===== config.mk =====
export PLATFORM = sky130hd
export DESIGN_NAME = mmm_queue
export DESIGN_NICKNAME = d
export VERILOG_FILES = /design/src/mmm_pkg.sv /design/src/mmm_queue.sv
export SDC_FILE = /design/constraint.sdc
export NUM_CORES = 1
export LEC_CHECK = 0
export ABC_CLOCK_PERIOD_IN_PS = 7000
export CAP_MARGIN = 20
export CORE_UTILIZATION = 28
export DETAILED_ROUTE_END_ITERATION = 6
export DONT_BUFFER_PORTS = 1
export MAX_ROUTING_LAYER = met4
export PLACE_DENSITY = 0.44
export SLEW_MARGIN = 10
export SYNTH_ARGS = -nofsm -noshare
export SYNTH_HDL_FRONTEND = slang
export SYNTH_SLANG_ARGS = --single-unit
export TNS_END_PERCENT = 10

===== constraint.sdc =====
create_clock -name clk -period 7 [get_ports clk]
set_input_delay 1.05 -clock clk [delete_from_list [all_inputs] [get_ports clk]]
set_output_delay 1.05 -clock clk [all_outputs]
set_load 0.02 [all_outputs]

===== src/mmm_pkg.sv =====
`timescale 1ns / 1ps
`default_nettype none

package mmm_pkg;

    // request codes carried in s_tuser
    typedef enum logic [1:0] {
        FN_POST  = 2'd0,
        FN_RECV  = 2'd1,
        FN_QUERY = 2'd2,
        FN_NONE  = 2'd3
    } func_t;

    // result status codes
    typedef enum logic [2:0] {
        ST_OK      = 3'd0,
        ST_PENDING = 3'd1,
        ST_BUSY    = 3'd2,
        ST_TYPE    = 3'd3,
        ST_TAG     = 3'd4,
        ST_COMM    = 3'd5,
        ST_COUNT   = 3'd6
    } status_t;

    // classified operations handed from front to back
    typedef enum logic [2:0] {
        OP_POST,
        OP_QUERY,
        OP_RECV_ONE,
        OP_RECV_ANY,
        OP_FIXED
    } op_t;

    localparam int RANK_W   = 3;
    localparam int TAG_W    = 16;
    localparam int TYPE_W   = 4;
    localparam int COMM_W   = 8;
    localparam int COUNT_W  = 16;
    localparam int ADDR_W   = 32;
    localparam int S_DATA_W = 88;
    localparam int S_USER_W = 2;
    localparam int M_DATA_W = 72;

    // contents of one mailbox slot
    typedef struct packed {
        logic [TAG_W-1:0]   tag;
        logic [TYPE_W-1:0]  dtype;
        logic [COMM_W-1:0]  comm;
        logic [COUNT_W-1:0] count;
        logic [ADDR_W-1:0]  addr;
    } slot_t;

    // one queued command
    typedef struct packed {
        op_t               op;
        status_t           fixed_status;
        logic [RANK_W-1:0] own;
        logic [RANK_W-1:0] peer;
        logic              any_tag;
        slot_t             msg;
    } cmd_t;

    // match one slot against a receive, first failing check wins
    function automatic status_t check_slot(input logic full, input slot_t slot,
                                           input cmd_t cmd,
                                           input logic [TAG_W-1:0] mask);
        status_t result;
        logic    tag_bad;
        tag_bad = cmd.any_tag ? ((slot.tag & mask) == '0) : (slot.tag != cmd.msg.tag);
        if (!full)
            result = ST_PENDING;
        else if (slot.dtype != cmd.msg.dtype)
            result = ST_TYPE;
        else if (tag_bad)
            result = ST_TAG;
        else if (slot.comm != cmd.msg.comm)
            result = ST_COMM;
        else if (slot.count != cmd.msg.count)
            result = ST_COUNT;
        else
            result = ST_OK;
        return result;
    endfunction

endpackage

`default_nettype wire


===== src/mmm_queue.sv =====
`timescale 1ns / 1ps
`default_nettype none

module mmm_queue (
    input  wire logic          clk,
    input  wire logic          rst_n,
    input  wire logic          push,
    input  wire mmm_pkg::cmd_t push_cmd,
    output logic               full,
    input  wire logic          pop,
    output logic               empty,
    output mmm_pkg::cmd_t      head
);

    import mmm_pkg::*;

    cmd_t       entry_reg [2];
    logic       wr_ptr_reg;
    logic       rd_ptr_reg;
    logic [1:0] count_reg;
    logic [1:0] count_next;

    assign full  = count_reg == 2'd2;
    assign empty = count_reg == 2'd0;
    assign head  = entry_reg[rd_ptr_reg];

    always_comb
    begin
        count_next = count_reg;
        if (push && !pop)
            count_next = count_reg + 2'd1;
        else if (pop && !push)
            count_next = count_reg - 2'd1;
    end

    // two-entry command queue between front and back
    always_ff @(posedge clk or negedge rst_n)
    begin
        if (!rst_n)
        begin
            wr_ptr_reg <= 1'b0;
            rd_ptr_reg <= 1'b0;
            count_reg  <= 2'd0;
        end
        else
        begin
            if (push)
            begin
                entry_reg[wr_ptr_reg] <= push_cmd;
                wr_ptr_reg            <= !wr_ptr_reg;
            end
            if (pop)
            begin
                rd_ptr_reg <= !rd_ptr_reg;
            end
            count_reg <= count_next;
        end
    end

endmodule

`default_nettype wire


==> results.md <==
- Post-CTS Hold Buffers: 0
- CP Buf/Inv Count: 1
- FF-to-FF setup slack: 4.87 ns
- 1st-iter DRT viols: 96
- Core Region: 0.0234 sq mm
- Crit path required time: 5.95 ns
- Starting Density: 28.5%
- CP endpoint: head[1]
- Pwr dens: 401 mW/mm^2
- GR Util met2: 15.9%
- HPWL Detailed: 7240 microns
- Postcts setup bufs: 0
- # setup viols final: 0
- Total grt overflow: 0
- Yosys reg bits: 182
- Combinational cell fraction of total power: 22.7%
- Ant diodes: 0
- Reg2reg path depth: 2
- Post-Syn Nets: 388
- Lkg Pwr: 2.37 nW
- Levels on crit path: 2
- Largest net degree at the start of global routing: 50
- CTS tree: built
- CTS max path bufs: 2
- Worst-case clock skew: 0.0143 ns
- Clock Latency Late Sink: 0.42 ns
- Achievable frequency: 286 MHz
- Netlist Area Pre-Place: 0.00667 sq mm
- Boundary pin count: 184
- Arrival time worst endpoint: 2.44 ns
- CP Capture Type: output pin
- Total Wirelength: 11800 microns
- Max_slew headroom: 52.0%
- GRT Resource Usage Total: 10.0%
- Share of cells above drive strength 1: 38.7%
- Int Pwr: 0.00210 W
- Crit path launch: rd_ptr_reg
- Reg2reg start: wr_ptr_reg
- Post-route DRC: 0
- Reg2Reg Capture Point: entry_reg[1][84]
- Max reg flops: 178
- Slew Limit Fails: 0
- Vias in the first global route: 2854
- Met3 usage: 5.15%
- Tightest Pin Transition: 0.720 ns
- Drt first pass iters: 4
- Sequential-to-total area share from yosys stat: 81.6%
- Storage cell area: 0.00545 sq mm
- Seq pwr share: 46.9%
- Detail Route Antenna Nets: 0
- Hold Path Class: in -> async
- Routing usage on met1: 10.8%
- VDD IR max: 138 uV
- Fin Hold WS: 0.319 ns
- Cell Area, Placed: 0.00698 sq mm
- Synthesized area per cell: 22.7 sq um
- Post-layout min period: 3.49 ns
- Cell Rows: 56
- DR WL/cell: 18.5 microns
- Total CTS buffers: 17
- # fillers: 2245
- Final Instance Area: 0.00754 sq mm
- WS Path Type: reg -> out
- RePlAce Congestion: 0.685
- Crit share post-route: 49.9%
- Sw frac: 30.7%
- Total number of vias: 2640
- Crit-path cells: buf_4 > mux2_2
- Hold Fails Final Rpt: 0
- Crit Path Max Fanout: 47
- Port bufs: 0
- Psw: 0.000928 W
- MaxCap Viol Count: 0
- Gate Count Post-Synth: 294
- Top Usage Layer GRT: met2
- Die Wd: 156 microns
- Vias per inst: 4.14
- Clock sink count: 182
- Clk pwr share: 30.4%
- RSZ-0062 raised after global routing: false
- Cts repair resizes: 0
- Top delay family on crit path: flip-flops
- Yosys Warn Count: 0
- Worst Setup Start Kind: flop
- H-tree Lvls: 4
- Multi-input gate area: 0.00110 sq mm
- CTS root buf: clkbuf_16
- Post-Place Setup Slack: 3.88 ns
- Count of different cell masters after synthesis: 13
- Layout area overhead: 13.0%
- Die Area: 0.0244 sq mm
- Setup TNS: 0 ns
- Worst stage delay on the critical path: 0.81 ns
- Slowest-stage cell, CP: dfrtp_4
- Final WS setup: 3.51 ns
- DIE HEIGHT: 156 microns
- DP Cell Count: 607
- Initial antenna violation count: 0
- CTS clk-pin slew, worst paths: 0.07 ns
- Non-Filler Instances: 637
- Nets: 401
- Outcome: completed
- First-pass GRT wire length: 17200 microns
==> cells in the mapped netlist <==
master / count / area, sq um
edfxtp_1: 178 / 5350
inv_1: 1 / 3.75
xor2_1: 4 / 35.0
nand2_1: 1 / 3.75
nor2b_1: 1 / 6.26
dfrtp_1: 4 / 100
clkbuf_8: 9 / 124
buf_6: 1 / 11.3
nor2_1: 3 / 11.3
mux2_2: 89 / 1000
and3_1: 1 / 6.26
xnor2_1: 1 / 8.76
ha_1: 1 / 12.5
==> layer usage <==
metal	routed length, microns	vias up	share of wire [%]
met5	0	-	0
li1	-	1182	-
met4	111	0	0.94
met1	4720	1340	40
met2	5840	112	50
met3	1110	6	9.4
==> placed cells by master (no fill, tap or decap), types with 2 or more instances in the layout <==
master      count
edfxtp_1      178
mux2_2         89
clkbuf_16      17
xor2_1          4
inv_6           4
buf_4           4
clkinv_1        3
dfrtp_1         3
nor2_1          2
bufinv_16       2
clkinvlp_4      2
clkinv_2        2
==> how the worst min path moves through the flow <==
| stage | to | start | slack (ns) | cells past startpoint |
|---|---|---|---|---|
| 6_report | count_reg[0] | rst_n | 0.32 | 0 |
| 3_3_place_gp | count_reg[1] | count_reg[1] | 0.47 | 1 |
| 2_1_floorplan | wr_ptr_reg | wr_ptr_reg | 0.46 | 1 |
| 3_5_place_dp | count_reg[1] | count_reg[1] | 0.48 | 1 |
| 4_1_cts | rd_ptr_reg | rst_n | 0.29 | 0 |
| 5_1_grt | count_reg[1] | rst_n | 0.29 | 0 |
==> power groups by stage <==
stage          clock network [W]  registers [W]  logic (W)
2_1_floorplan                  0        0.00139   0.000698
3_3_place_gp                   0        0.00145   0.000696
3_5_place_dp                   0        0.00145   0.000701
4_1_cts                 0.000957        0.00143   0.000705
5_1_grt                 0.000993        0.00144   0.000726
6_report                0.000921        0.00142   0.000685
==> kinds of logic after synthesis <==
group | synth area share, %
simple gates | 0.413
flops | 81.6
fa+ha+maj | 0.188
buf+inv | 2.08
mux | 15.0
xor+xnor | 0.657
==> worst register-to-register path, cell delays in order, from the launching register on <==
cell and delay [ns]:
dfrtp_1 0.42, and3_4 0.59, buf_4 0.72
==> metrics by stage <==
stage	total power [W]	utilization, %
3_5_place_dp	0.00215	29.8
5_1_grt	0.00316	32.2
6_report	0.00302	32.2
4_1_cts	0.00309	32.2
3_3_place_gp	0.00214	29.8
2_1_floorplan	0.00209	-
==> layout make-up <==
| class | count | share of cell area (%) |
|---|---|---|
| clock inverter | 13 | 1.74 |
| inverter | 1 | 0.0498 |
| multi-input combinational | 101 | 14.6 |
| tap | 319 | 5.30 |
| sequential | 182 | 72.3 |
| clock buffer | 17 | 5.64 |
| timing repair buffer | 4 | 0.398 |
Power figures use the tool's default switching activity.
