`src/mmm_pkg.sv`:
```
`timescale 1ns / 1ps
`default_nettype none

package mmm_pkg;

    // request codes carried in s_tuser
    typedef enum logic [1:0] {
        FN_POST  = 2'd0,
        FN_RECV  = 2'd1,
        FN_QUERY = 2'd2,
        FN_NONE  = 2'd3
    } func_t;

    // result status codes
    typedef enum logic [2:0] {
        ST_OK      = 3'd0,
        ST_PENDING = 3'd1,
        ST_BUSY    = 3'd2,
        ST_TYPE    = 3'd3,
        ST_TAG     = 3'd4,
        ST_COMM    = 3'd5,
        ST_COUNT   = 3'd6
    } status_t;

    // classified operations handed from front to back
    typedef enum logic [2:0] {
        OP_POST,
        OP_QUERY,
        OP_RECV_ONE,
        OP_RECV_ANY,
        OP_FIXED
    } op_t;

    localparam int RANK_W   = 3;
    localparam int TAG_W    = 16;
    localparam int TYPE_W   = 4;
    localparam int COMM_W   = 8;
    localparam int COUNT_W  = 16;
    localparam int ADDR_W   = 32;
    localparam int S_DATA_W = 88;
    localparam int S_USER_W = 2;
    localparam int M_DATA_W = 72;

    // contents of one mailbox slot
    typedef struct packed {
        logic [TAG_W-1:0]   tag;
        logic [TYPE_W-1:0]  dtype;
        logic [COMM_W-1:0]  comm;
        logic [COUNT_W-1:0] count;
        logic [ADDR_W-1:0]  addr;
    } slot_t;

    // one queued command
    typedef struct packed {
        op_t               op;
        status_t           fixed_status;
        logic [RANK_W-1:0] own;
        logic [RANK_W-1:0] peer;
        logic              any_tag;
        slot_t             msg;
    } cmd_t;

    // match one slot against a receive, first failing check wins
    function automatic status_t check_slot(input logic full, input slot_t slot,
                                           input cmd_t cmd,
                                           input logic [TAG_W-1:0] mask);
        status_t result;
        logic    tag_bad;
        tag_bad = cmd.any_tag ? ((slot.tag & mask) == '0) : (slot.tag != cmd.msg.tag);
        if (!full)
            result = ST_PENDING;
        else if (slot.dtype != cmd.msg.dtype)
            result = ST_TYPE;
        else if (tag_bad)
            result = ST_TAG;
        else if (slot.comm != cmd.msg.comm)
            result = ST_COMM;
        else if (slot.count != cmd.msg.count)
            result = ST_COUNT;
        else
            result = ST_OK;
        return result;
    endfunction

endpackage

`default_nettype wire

```
`src/mmm_ram.sv`:
```
`timescale 1ns / 1ps
`default_nettype none

module mmm_ram #(
    parameter int WIDTH = 8,
    parameter int DEPTH = 64
) (
    input  wire logic                     clk,
    input  wire logic                     we,
    input  wire logic [$clog2(DEPTH)-1:0] waddr,
    input  wire logic [WIDTH-1:0]         wdata,
    input  wire logic                     re,
    input  wire logic [$clog2(DEPTH)-1:0] raddr,
    output logic      [WIDTH-1:0]         rdata
);

    logic [WIDTH-1:0] mem [DEPTH];

    // one write port, one registered read port
    always_ff @(posedge clk)
    begin
        if (we)
        begin
            mem[waddr] <= wdata;
        end
        if (re)
        begin
            rdata <= mem[raddr];
        end
    end

endmodule

`default_nettype wire

```
`src/mmm_back.sv`:
```
`timescale 1ns / 1ps
`default_nettype none

module mmm_back #(
    parameter int NUM_PROCS = 8
) (
    input  wire logic                          clk,
    input  wire logic                          rst_n,
    input  wire logic [mmm_pkg::TAG_W-1:0]     user_tag_mask,
    input  wire logic                          q_empty,
    input  wire mmm_pkg::cmd_t                 q_head,
    output logic                               pop,
    output logic                               m_tvalid,
    input  wire logic                          m_tready,
    output logic [mmm_pkg::M_DATA_W-1:0]       m_tdata
);

    import mmm_pkg::*;

    localparam int SLOTS  = NUM_PROCS * NUM_PROCS;
    localparam int SLOT_W = $clog2(SLOTS);
    localparam int SRC_W  = $clog2(NUM_PROCS);
    localparam logic [SLOT_W-1:0] N_SLOT   = SLOT_W'(NUM_PROCS);
    localparam logic [SRC_W-1:0]  LAST_SRC = SRC_W'(NUM_PROCS - 1);

    typedef enum logic [1:0] {
        S_IDLE,
        S_SCAN,
        S_DONE
    } state_t;

    state_t               state_reg;
    cmd_t                 cmd_reg;
    logic [SLOTS-1:0]     full_reg;
    logic [SRC_W-1:0]     iss_src_reg;
    logic [SRC_W-1:0]     last_src_reg;
    logic                 iss_more_reg;
    logic                 chk_valid_reg;
    logic [SRC_W-1:0]     chk_src_reg;
    logic                 chk_full_reg;
    status_t              res_status_reg;
    logic [RANK_W-1:0]    res_src_reg;
    logic [TAG_W-1:0]     res_tag_reg;
    logic [ADDR_W-1:0]    res_addr_reg;
    logic [COUNT_W-1:0]   res_count_reg;
    logic                 m_tvalid_reg;
    logic [M_DATA_W-1:0]  m_tdata_reg;

    logic [SLOT_W-1:0]    pq_idx;
    logic [SLOT_W-1:0]    rd_idx;
    logic [SLOT_W-1:0]    chk_idx;
    slot_t                rd_data;
    status_t              chk_status;
    status_t              fin_status;
    logic                 finish;
    logic                 hit;
    logic                 ram_we;
    logic                 ram_re;
    logic                 out_free;

    function automatic logic [SLOT_W-1:0] slot_idx(input logic [SLOT_W-1:0] src,
                                                   input logic [SLOT_W-1:0] dst);
        return src * N_SLOT + dst;
    endfunction

    assign m_tvalid = m_tvalid_reg;
    assign m_tdata  = m_tdata_reg;

    // slot addresses: post/query from the queue head, scan from the command
    assign pq_idx  = slot_idx(SLOT_W'(q_head.own), SLOT_W'(q_head.peer));
    assign rd_idx  = slot_idx(SLOT_W'(iss_src_reg), SLOT_W'(cmd_reg.own));
    assign chk_idx = slot_idx(SLOT_W'(chk_src_reg), SLOT_W'(cmd_reg.own));

    assign pop      = (state_reg == S_IDLE) && !q_empty;
    assign ram_we   = pop && (q_head.op == OP_POST) && !full_reg[pq_idx];
    assign out_free = !m_tvalid_reg || m_tready;

    assign chk_status = check_slot(chk_full_reg, rd_data, cmd_reg, user_tag_mask);

    // decide the end of a receive scan
    always_comb
    begin
        finish     = 1'b0;
        hit        = 1'b0;
        fin_status = ST_PENDING;
        if ((state_reg == S_SCAN) && chk_valid_reg)
        begin
            if (cmd_reg.op == OP_RECV_ONE)
            begin
                finish     = 1'b1;
                fin_status = chk_status;
                hit        = chk_status == ST_OK;
            end
            else if (chk_status == ST_OK)
            begin
                finish     = 1'b1;
                fin_status = ST_OK;
                hit        = 1'b1;
            end
            else if (!iss_more_reg)
            begin
                finish = 1'b1;
            end
        end
    end

    assign ram_re = (state_reg == S_SCAN) && iss_more_reg && !finish;

    mmm_ram #(
        .WIDTH ($bits(slot_t)),
        .DEPTH (SLOTS)
    ) u_slot_ram (
        .clk   (clk),
        .we    (ram_we),
        .waddr (pq_idx),
        .wdata (q_head.msg),
        .re    (ram_re),
        .raddr (rd_idx),
        .rdata (rd_data)
    );

    // sequencer: take a command, run it, hand the result word to the output register
    always_ff @(posedge clk or negedge rst_n)
    begin
        if (!rst_n)
        begin
            state_reg     <= S_IDLE;
            full_reg      <= '0;
            iss_more_reg  <= 1'b0;
            chk_valid_reg <= 1'b0;
            m_tvalid_reg  <= 1'b0;
        end
        else
        begin
            // the done state reloads the output register itself
            if (m_tvalid_reg && m_tready && (state_reg != S_DONE))
            begin
                m_tvalid_reg <= 1'b0;
            end
            if (ram_we)
            begin
                full_reg[pq_idx] <= 1'b1;
            end

            // read issue, one source a cycle
            chk_valid_reg <= ram_re;
            if (ram_re)
            begin
                chk_src_reg  <= iss_src_reg;
                chk_full_reg <= full_reg[rd_idx];
                if (iss_src_reg == last_src_reg)
                    iss_more_reg <= 1'b0;
                else
                    iss_src_reg <= iss_src_reg + 1'b1;
            end

            case (state_reg)
                S_IDLE:
                begin
                    if (pop)
                    begin
                        cmd_reg        <= q_head;
                        res_status_reg <= ST_OK;
                        res_src_reg    <= '0;
                        res_tag_reg    <= '0;
                        res_addr_reg   <= '0;
                        res_count_reg  <= '0;
                        state_reg      <= S_DONE;
                        case (q_head.op)
                            OP_POST:
                            begin
                                if (full_reg[pq_idx])
                                    res_status_reg <= ST_BUSY;
                            end
                            OP_QUERY:
                            begin
                                if (full_reg[pq_idx])
                                    res_status_reg <= ST_PENDING;
                            end
                            OP_RECV_ONE:
                            begin
                                iss_src_reg  <= SRC_W'(q_head.peer);
                                last_src_reg <= SRC_W'(q_head.peer);
                                iss_more_reg <= 1'b1;
                                state_reg    <= S_SCAN;
                            end
                            OP_RECV_ANY:
                            begin
                                iss_src_reg  <= '0;
                                last_src_reg <= LAST_SRC;
                                iss_more_reg <= 1'b1;
                                state_reg    <= S_SCAN;
                            end
                            default:
                            begin
                                res_status_reg <= q_head.fixed_status;
                            end
                        endcase
                    end
                end
                S_SCAN:
                begin
                    if (finish)
                    begin
                        res_status_reg <= fin_status;
                        iss_more_reg   <= 1'b0;
                        if (hit)
                        begin
                            res_src_reg       <= RANK_W'(chk_src_reg);
                            res_tag_reg       <= rd_data.tag;
                            res_addr_reg      <= rd_data.addr;
                            res_count_reg     <= rd_data.count;
                            full_reg[chk_idx] <= 1'b0;
                        end
                        state_reg <= S_DONE;
                    end
                end
                S_DONE:
                begin
                    if (out_free)
                    begin
                        m_tvalid_reg <= 1'b1;
                        m_tdata_reg  <= {2'b00, res_count_reg, res_addr_reg, res_tag_reg,
                                         res_src_reg, res_status_reg};
                        state_reg    <= S_IDLE;
                    end
                end
                default:
                begin
                    state_reg <= S_IDLE;
                end
            endcase
        end
    end

    // a slot compare is only in flight during a scan
    a_chk_in_scan: assert property (@(posedge clk) disable iff (!rst_n)
        chk_valid_reg |-> (state_reg == S_SCAN))
        else $error("slot compare outside a scan");

    // a post only writes a free slot, and marks it full
    a_post_free: assert property (@(posedge clk) disable iff (!rst_n)
        ram_we |-> !full_reg[pq_idx])
        else $error("post overwrote a full slot");

    a_post_marks: assert property (@(posedge clk) disable iff (!rst_n)
        ram_we |=> full_reg[$past(pq_idx)])
        else $error("posted slot not marked full");

    // a new result word only comes out of the done state
    a_out_from_done: assert property (@(posedge clk) disable iff (!rst_n)
        $rose(m_tvalid_reg) |-> $past(state_reg == S_DONE))
        else $error("result word loaded outside done state");

endmodule

`default_nettype wire

```
`config.mk`:
```
export PLATFORM = sky130hd
export DESIGN_NAME = mmm_back
export DESIGN_NICKNAME = d
export VERILOG_FILES = /design/src/mmm_pkg.sv /design/src/mmm_ram.sv /design/src/mmm_back.sv
export SDC_FILE = /design/constraint.sdc
export NUM_CORES = 2
export LEC_CHECK = 0
export BUFFER_PORTS_ARGS = -buffer_cell sky130_fd_sc_hd__buf_2
export CORE_ASPECT_RATIO = 0.6
export CORE_MARGIN = 2
export CORE_UTILIZATION = 47
export CTS_CLUSTER_SIZE = 16
export DETAILED_ROUTE_END_ITERATION = 6
export GPL_TIMING_DRIVEN = 0
export PLACE_DENSITY = 0.7
export SYNTH_ARGS = -nofsm -noshare
export SYNTH_HDL_FRONTEND = slang
export SYNTH_HIERARCHICAL = 1
export SYNTH_MEMORY_MAX_BITS = 65536
export SYNTH_SLANG_ARGS = --single-unit
```
`constraint.sdc`:
```
create_clock -name clk -period 13.7 [get_ports clk]
set_clock_uncertainty 0.15 [all_clocks]
set_input_delay 0 -clock clk [delete_from_list [all_inputs] [get_ports clk]]
set_output_delay 0 -clock clk [all_outputs]
set_load 0.03 [all_outputs]
```
==> impl_table.tex <==
\begin{tabular}{lr}
\hline
Metric & Value \\
\hline
\multicolumn{2}{l}{\textbf{Layout}} \\
Count of filler cells inserted in the layout & 30.53k \\
Commonest non-fill, non-tap cell in the layout & edfxtp\_1 \\
Area taken by flip-flops and latches & 0.1561 mm\^{}2 \\
Area growth from synthesis to final layout & 15.01\% \\
Fraction of final layout cells with drive strength greater than 1 & 0.2610 \\
Final Core Density & 0.5424 \\
Largest register FFs & 4864 \\
Top library cells by usage in the layout, fill and taps aside & edfxtp\_1, mux4\_2, clkbuf\_16, o22ai\_1, buf\_2 \\
Multi-input combinational cell area & 0.03916 mm\^{}2 \\
Net count of the finished layout & 9904 \\
\multicolumn{2}{l}{\textbf{Logic synthesis}} \\
Total of flip-flops plus latches after synthesis & 5210 \\
Synthesized netlist cell count & 8755 \\
Fraction of the yosys area taken by sequential cells & 0.7908 \\
Average instance area after synthesis & 22.55 um\^{}2 \\
Post-synth EDFFs & 5141 \\
Asr flop ratio synth & 0.01324 \\
Predominant post-synthesis flop cell & edfxtp\_1 \\
Cell area after technology mapping & 0.1974 mm\^{}2 \\
Unique cell type count in the Yosys netlist & 73 \\
Number of synthesis warnings & 6 \\
\multicolumn{2}{l}{\textbf{Routing}} \\
Number of vias after detailed routing & 107.2k \\
Met2 wire length & 254000 um \\
DRT antenna net count & 0 \\
Wl on met1 & 229300 um \\
DRT iter0 DRCs & 20.67k \\
Iteration count of the initial detailed-routing pass & 7 \\
Detail-routed net length per standard cell & 40.01 um \\
Aggregate routed wire length & 631700 um \\
Top Metal Used & met5 \\
Residual DRC count & 2 \\
Met3 WL & 121800 um \\
Drt via density & 6.788 \\
\multicolumn{2}{l}{\textbf{Placement}} \\
Placement Setup Slack & 7.393 ns \\
Input/output buffers & 180 \\
Global placement routability congestion & 0.8768 \\
DPL Wire Length & 433300 um \\
\multicolumn{2}{l}{\textbf{Run}} \\
Reported max-cap violation count & 19 \\
\multicolumn{2}{l}{\textbf{Clock network}} \\
Clock tree from TritonCTS & done \\
Clock transition at path regs & 0.07 ns \\
Total clock sinks & 5210 \\
Clock latency reported for the late side of the worst-skew pair & 1.02 ns \\
Maximum number of buffers from clock root to sink & 4 \\
Depth of the CTS H-tree & 5 \\
Cell at the root of the clock tree & clkbuf\_16 \\
Post-CTS Setup Repair Bufs & 0 \\
Number of buffers added by the clock tree synthesis step & 449 \\
Post-CTS sizing & 0 \\
\multicolumn{2}{l}{\textbf{Floorplan}} \\
Initial standard-cell utilization of the core & 0.4716 \\
Site Rows & 184 \\
Io pins & 183 \\
Core area & 0.4185 mm\^{}2 \\
Die width & 840.7 um \\
Die area & 0.4254 mm\^{}2 \\
Die height & 506.0 um \\
\multicolumn{2}{l}{\textbf{Worst setup path}} \\
Crit path arrival time & 7.04 ns \\
Worst setup SP type & register \\
Kind of end point of the critical path & register \\
Required time at the endpoint of the critical path & 14.29 ns \\
WS Path Type & register to register \\
Critical path peak fanout & 10 \\
\multicolumn{2}{l}{\textbf{Timing}} \\
Headroom to the max-slew limit & -0.2502 \\
Crit share post-route & 0.4708 \\
RSZ-0062 raised after global routing & false \\
Max frequency & 0.1551 GHz \\
Hold violation count in the final report & 0 \\
Worst-margin pin slew & 1.875 ns \\
PnR worst setup slack & 7.250 ns \\
Fin. max-slew vios & 76 \\
Time the final worst path needs with I/O delays and setup & 6.450 ns \\
Number of endpoints failing setup at the final stage & 0 \\
\multicolumn{2}{l}{\textbf{Global routing}} \\
Initial antenna violation count & 59 \\
Number of global-route vias before repair & 100.1k \\
Overall Global Routing Usage & 0.2910 \\
Remaining Overflow, GRT & 0 \\
Largest net degree at the start of global routing & 66 \\
Global-route wire length before repair & 844100 um \\
\multicolumn{2}{l}{\textbf{Outcome}} \\
Result of the run & finished, violations left \\
Failing checks & DRC, capacitance limit, slew limit \\
\multicolumn{2}{l}{\textbf{Power and ir drop}} \\
Static Leakage & 70.62 nW \\
Power Density & 155.9 mW/mm\^{}2 \\
Max VDD drop & 0.1455 mV \\
\multicolumn{2}{l}{\textbf{Min path}} \\
Min-Delay Path Class & input port to register \\
\hline
\end{tabular}
## routing by layer
layer / track usage / vias to the layer above
li1: - / 39560
met2: 0.3849 / 9988
met3: 0.1548 / 1307
met4: 0.09717 / 45
met5: 0.01789 / -
met1: 0.4110 / 56260
## worst paths after layout
kind                       cells after the start  slack (ns)               from                endpoint
setup / recovery                               6        7.25     iss_src_reg[1]    u_slot_ram/rdata[73]
hold / removal                                 2        0.01         q_head[61]  u_slot_ram/mem[19][61]
setup reg to reg                               6        7.25     iss_src_reg[1]    u_slot_ram/rdata[73]
hold reg to reg                                0        0.27  res_status_reg[0]              m_tdata[0]
max in group asynchronous                      5       11.91              rst_n            full_reg[44]
min in group asynchronous                      4        0.59              rst_n            state_reg[0]
## synth_stat cells, types with 8 or more instances
| cell | count | area (um^2) |
|---|---|---|
| a21oi_1 | 143 | 715.7 |
| xnor2_1 | 32 | 280.3 |
| a22oi_1 | 80 | 600.6 |
| mux2i_1 | 149 | 1491 |
| and3b_1 | 9 | 78.83 |
| nand2_1 | 57 | 214.0 |
| nor3_1 | 127 | 635.6 |
| o22a_1 | 68 | 595.6 |
| mux4_2 | 1160 | 26130 |
| nand4_1 | 12 | 75.07 |
| nor2_1 | 127 | 476.7 |
| buf_6 | 54 | 608.1 |
| mux2_2 | 11 | 123.9 |
| o221ai_1 | 30 | 262.8 |
| a211oi_1 | 123 | 923.4 |
| clkbuf_1 | 211 | 792.0 |
| nor2b_1 | 113 | 706.9 |
| nand2b_1 | 13 | 81.33 |
| and2_1 | 80 | 500.5 |
| o21ai_0 | 32 | 160.2 |
| o211a_1 | 13 | 130.1 |
| buf_2 | 123 | 615.6 |
| inv_1 | 9 | 33.78 |
| edfxtp_1 | 5141 | 154400 |
| or2_2 | 8 | 50.05 |
| dfrtp_1 | 69 | 1727 |
| nor4_1 | 71 | 444.2 |
| buf_1 | 30 | 112.6 |
| a31oi_1 | 26 | 162.7 |
| buf_4 | 82 | 615.6 |
| o22ai_1 | 407 | 2546 |
| a221oi_1 | 9 | 78.83 |
| xor2_1 | 17 | 148.9 |
| nand3_1 | 42 | 210.2 |
## cell type report
type | instances | share of cell area
flip-flops and latches | 5210 | 0.6876
multi-input cells | 3036 | 0.1725
clock buffers | 559 | 0.05216
repair buffers | 587 | 0.03468
well taps | 5580 | 0.03075
plain buffers | 501 | 0.01221
clock inverters | 257 | 0.009381
diodes | 49 | 0.0005401
inverters | 9 | 0.0001488
## worst max-delay path, stage by stage (launching register included)
cell and delay [ns]:
edfxtp_1 0.85, clkbuf_1 1.15, nand2_2 1.11, clkbuf_1 0.59, o22ai_1 1.49, nor4_1 0.39
o22a_1 0.39
## through the flow
step	setup TNS (ns)	hold slack, ns	power, mW	instances	instance area [um^2]
CTS	0	0.02466	35.16	15730	226700
global route	0	0.04274	36.03	15750	226900
global placement	-554.55	0.03037	22.79	14520	205300
floorplan	0	-0.4456	20.45	8756	197400
finish	0	0.01400	35.39	15790	227000
detailed placement	0	-0.2693	22.93	14800	211600
## where the power goes
group	leakage, nW	internal [mW]	switching, mW	total [mW]
Combinational	16.6	1.43	3.55	4.98
Sequential	47.2	17.8	0.147	18.0
Clock	6.84	6.74	5.72	12.5
## kinds of logic after synthesis
family                     share of synthesized area
other                                     0.00001900
and+or+nand+nor                              0.01962
buffers and inverters                        0.01410
adders and majority gates                 0.00006338
xor gates and xnor gates                    0.002174
AOI/OAI and AO/OA                            0.03254
muxes                                         0.1407
DFF                                           0.7908
## repair_timing
action,4_1_cts,5_1_grt
hold buffers,111,2
endpoints found under the setup margin,0,0
hold endpoints to repair,5330,33
Note: power is estimated with default switching activity, not from simulation.
